[src/rtl/fpc_pkg.sv]
`timescale 1ns / 1ps
`default_nettype none
// ----------------------------------------------------------------------------
// Firmware packet checker package
// Shared sizes, frame layout constants, reply codes, the queue entry type and
// the per-byte CRC and pattern functions.
// ----------------------------------------------------------------------------
package fpc_pkg;

  localparam int BUFFER_BYTES     = 1024;
  localparam int PAGE_BYTES       = 256;
  localparam int PAGES_PER_SECTOR = 8;
  localparam int ADDR_BITS        = 20;

  localparam int IDX_W     = $clog2(BUFFER_BYTES + 1);
  localparam int PC_W      = $clog2(PAGES_PER_SECTOR + 1);
  localparam int WADDR_W   = 20;
  localparam int PAY_START = 7;
  localparam int CRC_POS   = PAY_START + PAGE_BYTES;
  localparam int FRAME_MIN = CRC_POS + 2;
  localparam int INIT_LEN  = 10;
  localparam int ACT_LEN   = 7;
  localparam int HDR_LEN   = 3;
  localparam int PAT_W     = 4;

  localparam logic [15:0] CRC_INIT = 16'hFFFF;
  localparam logic [15:0] CRC_POLY = 16'hA001;

  localparam int MATCH_INIT = 0;
  localparam int MATCH_ACT  = 1;
  localparam int MATCH_HDR  = 2;

  typedef enum logic [1:0] {
    REPLY_NONE = 2'd0,
    REPLY_ACK  = 2'd1,
    REPLY_REJ  = 2'd2
  } reply_t;

  // One entry handed from the front end to the sequencer.
  typedef struct packed {
    logic        is_flash;
    logic        flash_ok;
    logic        init_ok;
    logic        act_ok;
    logic        hdr_ok;
    logic        crc_ok;
    logic [15:0] packet_number;
    logic [15:0] remaining_count;
  } fpc_job_t;

  function automatic logic [15:0] crc_byte(input logic [15:0] crc_in, input logic [7:0] b);
    logic [15:0] c;
    c = crc_in ^ {8'h00, b};
    for (int k = 0; k < 8; k++) begin
      if (c[0]) begin
        c = (c >> 1) ^ CRC_POLY;
      end else begin
        c = c >> 1;
      end
    end
    return c;
  endfunction

  function automatic logic [7:0] init_byte(input logic [PAT_W-1:0] i);
    logic [7:0] v;
    case (i)
      4'd0:    v = 8'h02;
      4'd1:    v = 8'h0E;
      4'd2:    v = 8'h01;
      4'd3:    v = 8'h02;
      4'd4:    v = 8'hFA;
      4'd5:    v = 8'h01;
      4'd6:    v = 8'h01;
      4'd7:    v = 8'h2C;
      4'd8:    v = 8'hDD;
      4'd9:    v = 8'h03;
      default: v = 8'h00;
    endcase
    return v;
  endfunction

  function automatic logic [7:0] act_byte(input logic [PAT_W-1:0] i);
    logic [7:0] v;
    case (i)
      4'd0:    v = 8'h02;
      4'd1:    v = 8'h00;
      4'd2:    v = 8'h04;
      4'd3:    v = 8'hAA;
      4'd4:    v = 8'h00;
      4'd5:    v = 8'h00;
      4'd6:    v = 8'h03;
      default: v = 8'h00;
    endcase
    return v;
  endfunction

  function automatic logic [7:0] hdr_byte(input logic [PAT_W-1:0] i);
    logic [7:0] v;
    case (i)
      4'd0:    v = 8'h02;
      4'd1:    v = 8'h01;
      4'd2:    v = 8'h07;
      default: v = 8'h00;
    endcase
    return v;
  endfunction

endpackage
`default_nettype wire

[src/rtl/fpc_if.sv]
`timescale 1ns / 1ps
`default_nettype none


interface fpc_out_if;
  logic        valid;
  logic        ready;
  logic [1:0]  reply_code;
  logic        write_request;
  logic        write_erase;
  logic [19:0] write_address;
  logic        reset_request;
  logic        update_closed;
  modport source(output valid, reply_code, write_request, write_erase, write_address,
                 reset_request, update_closed, input ready);
  modport sink(input valid, reply_code, write_request, write_erase, write_address,
               reset_request, update_closed, output ready);
endinterface

interface fpc_cfg_if;
  logic        valid;
  logic        ready;
  logic [19:0] start_address;
  modport source(output valid, start_address, input ready);
  modport sink(input valid, start_address, output ready);
endinterface
`default_nettype wire

[src/rtl/fpc_back.sv]
`timescale 1ns / 1ps
`default_nettype none
// ----------------------------------------------------------------------------
// Firmware packet checker sequencer
// Holds the update session state, decides the reply for each queued entry and
// drives the registered result channel.
// ----------------------------------------------------------------------------
module fpc_back (
  input  wire logic         clk,
  input  wire logic         rst_n,
  input  wire logic         job_valid,
  input  fpc_pkg::fpc_job_t job,
  output logic              pop,
  fpc_out_if.source         out_bus,
  fpc_cfg_if.sink           cfg_bus
);

  logic [15:0]                   exp_num_r, exp_num_nxt;
  logic [fpc_pkg::ADDR_BITS-1:0] page_addr_r, page_addr_nxt;
  logic [fpc_pkg::PC_W-1:0]      page_count_r, page_count_nxt;
  logic [fpc_pkg::PC_W-1:0]      pc_inc;
  logic                          done_r, done_nxt;
  logic                          pend_erase_r, pend_erase_nxt;

  logic                          out_valid_r;
  logic [1:0]                    reply_r, reply_nxt;
  logic                          wr_req_r, wr_req_nxt;
  logic                          wr_erase_r, wr_erase_nxt;
  logic [fpc_pkg::WADDR_W-1:0]   wr_addr_r, wr_addr_nxt;
  logic                          rst_req_r, rst_req_nxt;
  logic                          closed_r, closed_nxt;

  assign pop          = job_valid && (!out_valid_r || out_bus.ready);
  assign cfg_bus.ready = 1'b1;
  assign pc_inc       = page_count_r + 1'b1;

  always_comb begin
    exp_num_nxt    = exp_num_r;
    page_addr_nxt  = page_addr_r;
    page_count_nxt = page_count_r;
    done_nxt       = done_r;
    pend_erase_nxt = pend_erase_r;
    reply_nxt      = fpc_pkg::REPLY_NONE;
    wr_req_nxt     = 1'b0;
    wr_erase_nxt   = 1'b0;
    wr_addr_nxt    = '0;
    rst_req_nxt    = 1'b0;
    closed_nxt     = 1'b0;

    if (job.is_flash) begin
      if (job.flash_ok) begin
        reply_nxt = fpc_pkg::REPLY_ACK;
      end else begin
        reply_nxt = fpc_pkg::REPLY_REJ;
        if (pend_erase_r) page_count_nxt = '0;
      end
      pend_erase_nxt = 1'b0;
    end else if (job.init_ok) begin
      reply_nxt   = done_r ? fpc_pkg::REPLY_REJ : fpc_pkg::REPLY_NONE;
      rst_req_nxt = 1'b1;
    end else if (job.act_ok) begin
      if (done_r) begin
        reply_nxt   = fpc_pkg::REPLY_ACK;
        rst_req_nxt = 1'b1;
      end else begin
        reply_nxt      = fpc_pkg::REPLY_REJ;
        page_count_nxt = '0;
      end
    end else if ((job.hdr_ok && job.packet_number != exp_num_r) || !job.crc_ok) begin
      reply_nxt      = fpc_pkg::REPLY_REJ;
      page_count_nxt = '0;
    end else begin
      // First page of each sector group also erases the sector.
      wr_req_nxt     = 1'b1;
      wr_erase_nxt   = (pc_inc == fpc_pkg::PC_W'(1));
      pend_erase_nxt = wr_erase_nxt;
      page_count_nxt = (pc_inc >= fpc_pkg::PC_W'(fpc_pkg::PAGES_PER_SECTOR)) ? '0 : pc_inc;
      wr_addr_nxt    = fpc_pkg::WADDR_W'(page_addr_r);
      page_addr_nxt  = page_addr_r + fpc_pkg::ADDR_BITS'(fpc_pkg::PAGE_BYTES);
      exp_num_nxt    = exp_num_r + 16'd1;
      if (job.remaining_count == 16'h0000) begin
        done_nxt   = 1'b1;
        closed_nxt = 1'b1;
      end
    end
  end

  always_ff @(posedge clk) begin
    if (!rst_n) begin
      exp_num_r    <= 16'd1;
      page_addr_r  <= '0;
      page_count_r <= '0;
      done_r       <= 1'b0;
      pend_erase_r <= 1'b0;
      out_valid_r  <= 1'b0;
    end else begin
      if (pop) begin
        exp_num_r    <= exp_num_nxt;
        page_addr_r  <= page_addr_nxt;
        page_count_r <= page_count_nxt;
        done_r       <= done_nxt;
        pend_erase_r <= pend_erase_nxt;
        out_valid_r  <= 1'b1;
      end else if (out_bus.ready) begin
        out_valid_r <= 1'b0;
      end
      // Configuration must come only while idle, not with a pop; not enforced.
      if (cfg_bus.valid) begin
        page_addr_r <= fpc_pkg::ADDR_BITS'(cfg_bus.start_address);
      end
    end
  end

  always_ff @(posedge clk) begin
    if (pop) begin
      reply_r    <= reply_nxt;
      wr_req_r   <= wr_req_nxt;
      wr_erase_r <= wr_erase_nxt;
      wr_addr_r  <= wr_addr_nxt;
      rst_req_r  <= rst_req_nxt;
      closed_r   <= closed_nxt;
    end
  end

  assign out_bus.valid         = out_valid_r;
  assign out_bus.reply_code    = reply_r;
  assign out_bus.write_request = wr_req_r;
  assign out_bus.write_erase   = wr_erase_r;
  assign out_bus.write_address = wr_addr_r;
  assign out_bus.reset_request = rst_req_r;
  assign out_bus.update_closed = closed_r;

`ifndef NO_ASSERTIONS
  a_write_no_reply: assert property (@(posedge clk) disable iff (!rst_n)
    out_valid_r && wr_req_r |-> reply_r == fpc_pkg::REPLY_NONE && !rst_req_r)
    else $error("page write result carries a reply or reset request");
  a_closed_sets_done: assert property (@(posedge clk) disable iff (!rst_n)
    pop && closed_nxt |=> done_r)
    else $error("closing packet did not mark the update done");
`endif

endmodule
`default_nettype wire

[src/flat_wrapper.sv]
// flat-port wrapper written by rule: the top's interface ports become plain ports
module fpc_back_flat 
  (clk, rst_n, job_valid, job, pop, out_bus_valid, out_bus_reply_code, out_bus_write_request, out_bus_write_erase, out_bus_write_address, out_bus_reset_request, out_bus_update_closed, out_bus_ready, cfg_bus_valid, cfg_bus_start_address, cfg_bus_ready);
  fpc_out_if out_bus_i ();
  fpc_cfg_if cfg_bus_i ();
  input  wire logic clk;
  input  wire logic rst_n;
  input  wire logic job_valid;
  input  fpc_pkg::fpc_job_t job;
  output logic pop;
  output wire logic [$bits(out_bus_i.valid)-1:0] out_bus_valid;
  output wire logic [$bits(out_bus_i.reply_code)-1:0] out_bus_reply_code;
  output wire logic [$bits(out_bus_i.write_request)-1:0] out_bus_write_request;
  output wire logic [$bits(out_bus_i.write_erase)-1:0] out_bus_write_erase;
  output wire logic [$bits(out_bus_i.write_address)-1:0] out_bus_write_address;
  output wire logic [$bits(out_bus_i.reset_request)-1:0] out_bus_reset_request;
  output wire logic [$bits(out_bus_i.update_closed)-1:0] out_bus_update_closed;
  input wire logic [$bits(out_bus_i.ready)-1:0] out_bus_ready;
  input wire logic [$bits(cfg_bus_i.valid)-1:0] cfg_bus_valid;
  input wire logic [$bits(cfg_bus_i.start_address)-1:0] cfg_bus_start_address;
  output wire logic [$bits(cfg_bus_i.ready)-1:0] cfg_bus_ready;
  assign out_bus_valid = out_bus_i.valid;
  assign out_bus_reply_code = out_bus_i.reply_code;
  assign out_bus_write_request = out_bus_i.write_request;
  assign out_bus_write_erase = out_bus_i.write_erase;
  assign out_bus_write_address = out_bus_i.write_address;
  assign out_bus_reset_request = out_bus_i.reset_request;
  assign out_bus_update_closed = out_bus_i.update_closed;
  assign out_bus_i.ready = out_bus_ready;
  assign cfg_bus_i.valid = cfg_bus_valid;
  assign cfg_bus_i.start_address = cfg_bus_start_address;
  assign cfg_bus_ready = cfg_bus_i.ready;
  fpc_back u_core (.clk(clk), .rst_n(rst_n), .job_valid(job_valid), .job(job), .pop(pop), .out_bus(out_bus_i), .cfg_bus(cfg_bus_i));
endmodule
[config.mk]
export PLATFORM = sky130hd
export DESIGN_NAME = fpc_back_flat
export DESIGN_NICKNAME = d
export VERILOG_FILES = /design/src/rtl/fpc_pkg.sv /design/src/rtl/fpc_if.sv /design/src/rtl/fpc_back.sv /design/src/flat_wrapper.sv
export SDC_FILE = /design/constraint.sdc
export NUM_CORES = 1
export LEC_CHECK = 0
export BUFFER_PORTS_ARGS = -buffer_cell sky130_fd_sc_hd__buf_2
export CAP_MARGIN = 20
export CORE_AREA = 2 2 97 99
export CTS_CLUSTER_SIZE = 8
export DETAILED_ROUTE_END_ITERATION = 12
export DIE_AREA = 0 0 99 101
export HOLD_SLACK_MARGIN = 0.08
export MAX_ROUTING_LAYER = met4
export PLACE_DENSITY_LB_ADDON = 0.1
export SLEW_MARGIN = 20
export SYNTH_ARGS = -nofsm -noshare
export SYNTH_HDL_FRONTEND = slang
export SYNTH_SLANG_ARGS = --single-unit
[constraint.sdc]
create_clock -name clk -period 7.35 [get_ports clk]
set_input_delay 0 -clock clk [delete_from_list [all_inputs] [get_ports clk]]
set_output_delay 0 -clock clk [all_outputs]
set_load 0.01 [all_outputs]
==> run_results.csv <==
group,metric,value,unit
placed_design,io_buffers,90,
layout,drive_gt1_share,23.9,%
grt,grt_pass1_vias,3090,
floorplan,start_util,39.0,%
placed_design,pre_cts_ws,4.91,ns
layout,antenna_cells,0,
sta,slew_headroom,48.5,%
clock_tree,cts_buffers,9,
grt,grt_overflow_total,0,
detailed_routing,avgViaCountPerCell,5.40,
flow_run,cap_violations,0,
synth,syn_nets,432,
clock_tree,cts.path.max_buffers,2,
synth,yosys-top-cells-count,"43 x dfxtp_1, 26 x edfxtp_1, 25 x nand3_1",
synth,synth.ff_latch_count,69,
worst_setup_path,r2r-start,"u_core.page_addr_r[12]",
clock_tree,cts_root_buffer,"clkbuf_8",
clock_tree,h-tree-depth,3,
grt,grt_max_degree,41,
layout,seqCellArea,0.00164,mm^2
layout,area_growth,29.3,%
sta,finalCriticalPeriod,2.56,ns
floorplan,core.rowCount,35,
sta,layout_setup_ws,4.79,ns
layout,num-fill-cells,849,
detailed_routing,drc,0,
synth,synth_most_common_cell,"dfxtp_1",
detailed_routing,drt-initial-drc-count,94,
detailed_routing,wl_per_cell,15.7,um
sta,fin_setup_tns,0,ns
detailed_routing,ant_nets,0,
detailed_routing,dr_total_vias,3194,
synth,synth-seq-area-share,46.9,%
worst_setup_path,cp.arrival,2.84,ns
sta,period_share,34.9,%
synth,synth_fa_ha_area_share,1.43,%
grt,grtUsageTotal,19.6,%
layout,multiInputGateArea,0.00175,mm^2
sta,timing.hold.ws,0.0996,ns
synth,muxShareOfSynthArea,4.29,%
floorplan,dieArea,0.0100,mm^2
synth,synth_compound_area_share,12.8,%
pwr,leakage,1.73,nW
placed_design,place_congestion,0.750,
floorplan,die_w,99,um
synth,synth_xor_area_share,4.50,%
worst_setup_path,cp-end-kind,"register",
floorplan,pin_count,92,
pwr,powerDensity,189,mW/mm^2
worst_setup_path,path_class,"in -> reg",
detailed_routing,totalWireLength,9270,um
synth,synth_top_family_by_area,"simple AND/OR/NAND/NOR gates",
clock_tree,cts_sinks,69,
worst_setup_path,critPathMaxFanout,21,
grt,grt_pass1_wl,15200,um
clock_tree,clk_pin_slew,0.08,ns
worst_setup_path,startpoint,"job[34]",
sta,rsz0062_at_grt,"false",
synth,netlist_area,0.00350,mm^2
layout,finalNetCount,544,
min_path,hp-class,"in -> reg",
grt,antenna_found_initial,0,
synth,synth_edf_count,26,
clock_tree,clkLatencyLatePin,0.35,ns
synth,ys_types,50,
sta,setup_viol,0,
synth,synth_top_area_share,24.6,%
clock_tree,cts_tree,"built",
synth,synth_top_cell_by_area,"dfxtp_1",
layout,post-route-util,50.4,%
sta,fin_worst_skew,0.0135,ns
synth,netlist_instances,365,
floorplan,design.core.area,0.00898,mm^2
worst_setup_path,cp-start-kind,"input pin",
placed_design,dpl.hpwl,6250,um
synth,synth_top_cells_by_area,"dfxtp_1 25%, edfxtp_1 22%, mux2i_1 4.3%",
outcome,status,"finished clean",
synth,ys.warnings.count,0,
synth,synth-simple-area-share,26.7,%
sta,final_max_slew_viol_count,0,
clock_tree,cts_resized,0,
min_path,worstHoldStart,"job[37]",
floorplan,die_h,101,um
synth,yosys_most_used_dff,"dfxtp_1",
pwr,p_total,0.858,mW
sta,hold_viol,0,
synth,syn_avg_cell_area,9.59,um^2
synth,synth-async-reset-ratio,0,%
worst_setup_path,cp_data_required_time,7.63,ns
sta,max_slew.worst_pin.slew,0.771,ns
detailed_routing,firstDrtPassIters,4,
sta,fmax,390,MHz
pwr,vdd_drop_max,0.0000774,V
==> stage by stage <==
stage / std cells / cell area, um^2
2_1_floorplan: 365 / 3500
3_3_place_gp: 548 / 4030
3_5_place_dp: 548 / 4030
4_1_cts: 591 / 4520
5_1_grt: 592 / 4530
6_report: 592 / 4530
==> metal layers <==
| metal | wire [um] | part of all wire [%] | track usage, % | vias to the layer above |
|---|---|---|---|---|
| li1 | - | - | - | 1595 |
| met1 | 4280 | 46 | 24.8 | 1520 |
| met2 | 4490 | 48 | 32.5 | 73 |
| met3 | 433 | 4.7 | 2.77 | 6 |
| met4 | 64 | 0.69 | 6.11 | 0 |
| met5 | 0 | 0 | - | - |
==> state kept, by name, summed over array words and instances (netlist names) <==
signal and count:
u_core.out_bus.write_address 20, u_core.page_addr_r 20, u_core.exp_num_r 16, u_core.page_count_r 4
u_core.out_bus.reply_code 2, u_core.done_r 1, u_core.out_bus.reset_request 1, u_core.out_bus.update_closed 1
u_core.out_bus.valid 1, u_core.out_bus.write_erase 1, u_core.out_bus.write_request 1, u_core.pend_erase_r 1
==> timing repair <==
action	4_1_cts	5_1_grt
endpoints found under the hold margin	25	0
setup buffers	0	0
hold buffers	28	0
==> power by group <==
group          internal, mW  switching [mW]  total (mW)
clock network         0.189           0.150       0.340
logic                0.0451          0.0513      0.0964
registers             0.412         0.00987       0.422
total                 0.646           0.212       0.858
==> worst paths after layout <==
path                                        to  slack (ns)  cells after the start
hold / removal    u_core.out_bus.reset_request         0.1                      2
setup / recovery           u_core.exp_num_r[3]        4.79                      6
hold reg to reg           u_core.exp_num_r[15]        0.48                      2
setup reg to reg        u_core.page_addr_r[17]        4.86                      6
==> layout by cell type, fill, tap and decap left out, drive strengths merged, types with 2 or more instances in the layout <==
| cell type | Yosys | final |
|---|---|---|
| a31oi | 5 | 5 |
| dlygate4sd3 | 0 | 28 |
| nand2b | 15 | 15 |
| nor4b | 3 | 3 |
| edfxtp | 26 | 26 |
| clkinvlp | 0 | 2 |
| nor2b | 5 | 5 |
| buf | 8 | 94 |
| o41ai | 3 | 3 |
| a31o | 2 | 2 |
| nor3 | 10 | 10 |
| ha | 4 | 4 |
| and2 | 19 | 19 |
| a32oi | 4 | 4 |
| and3 | 4 | 4 |
| dfxtp | 43 | 43 |
| clkbuf | 13 | 9 |
| inv | 8 | 9 |
| bufinv | 0 | 2 |
| o211ai | 6 | 6 |
| o31ai | 7 | 7 |
| o21ai | 12 | 12 |
| a21oi | 9 | 9 |
| mux2i | 15 | 15 |
| nand2 | 22 | 22 |
| nand3 | 25 | 25 |
| nor4 | 12 | 12 |
| nor2 | 21 | 21 |
| nand4 | 16 | 16 |
| o311ai | 5 | 5 |
| or4 | 10 | 10 |
| or3 | 3 | 3 |
| xnor2 | 17 | 17 |
==> final cells by class <==
cell class	count	share of cell area [%]
multi-input combinational	267	38.5
sequential	69	36.3
timing repair buffer	122	16.8
tap	111	3.07
clock buffer	9	2.74
clock inverter	6	1.93
inverter	8	0.663
==> worst max-delay path: stages <==
cell and delay (ns):
dlygate4sd3_1 0.53, buf_2 0.14, or3b_1 0.59, or4_1 0.84, or4_1 0.59, a21oi_1 0.14
==> kinds of logic (layout without fill, tap and decap cells) <==
family | count (synthesis) | in the layout
buffers and inverters | 29 | 145
xor gates and xnor gates | 18 | 18
other | 1 | 1
adders and majority gates | 4 | 4
muxes | 15 | 15
and+or+nand+nor | 167 | 167
DFF | 69 | 69
AOI/OAI and AO/OA | 62 | 62
Power figures use the tool's default switching activity.
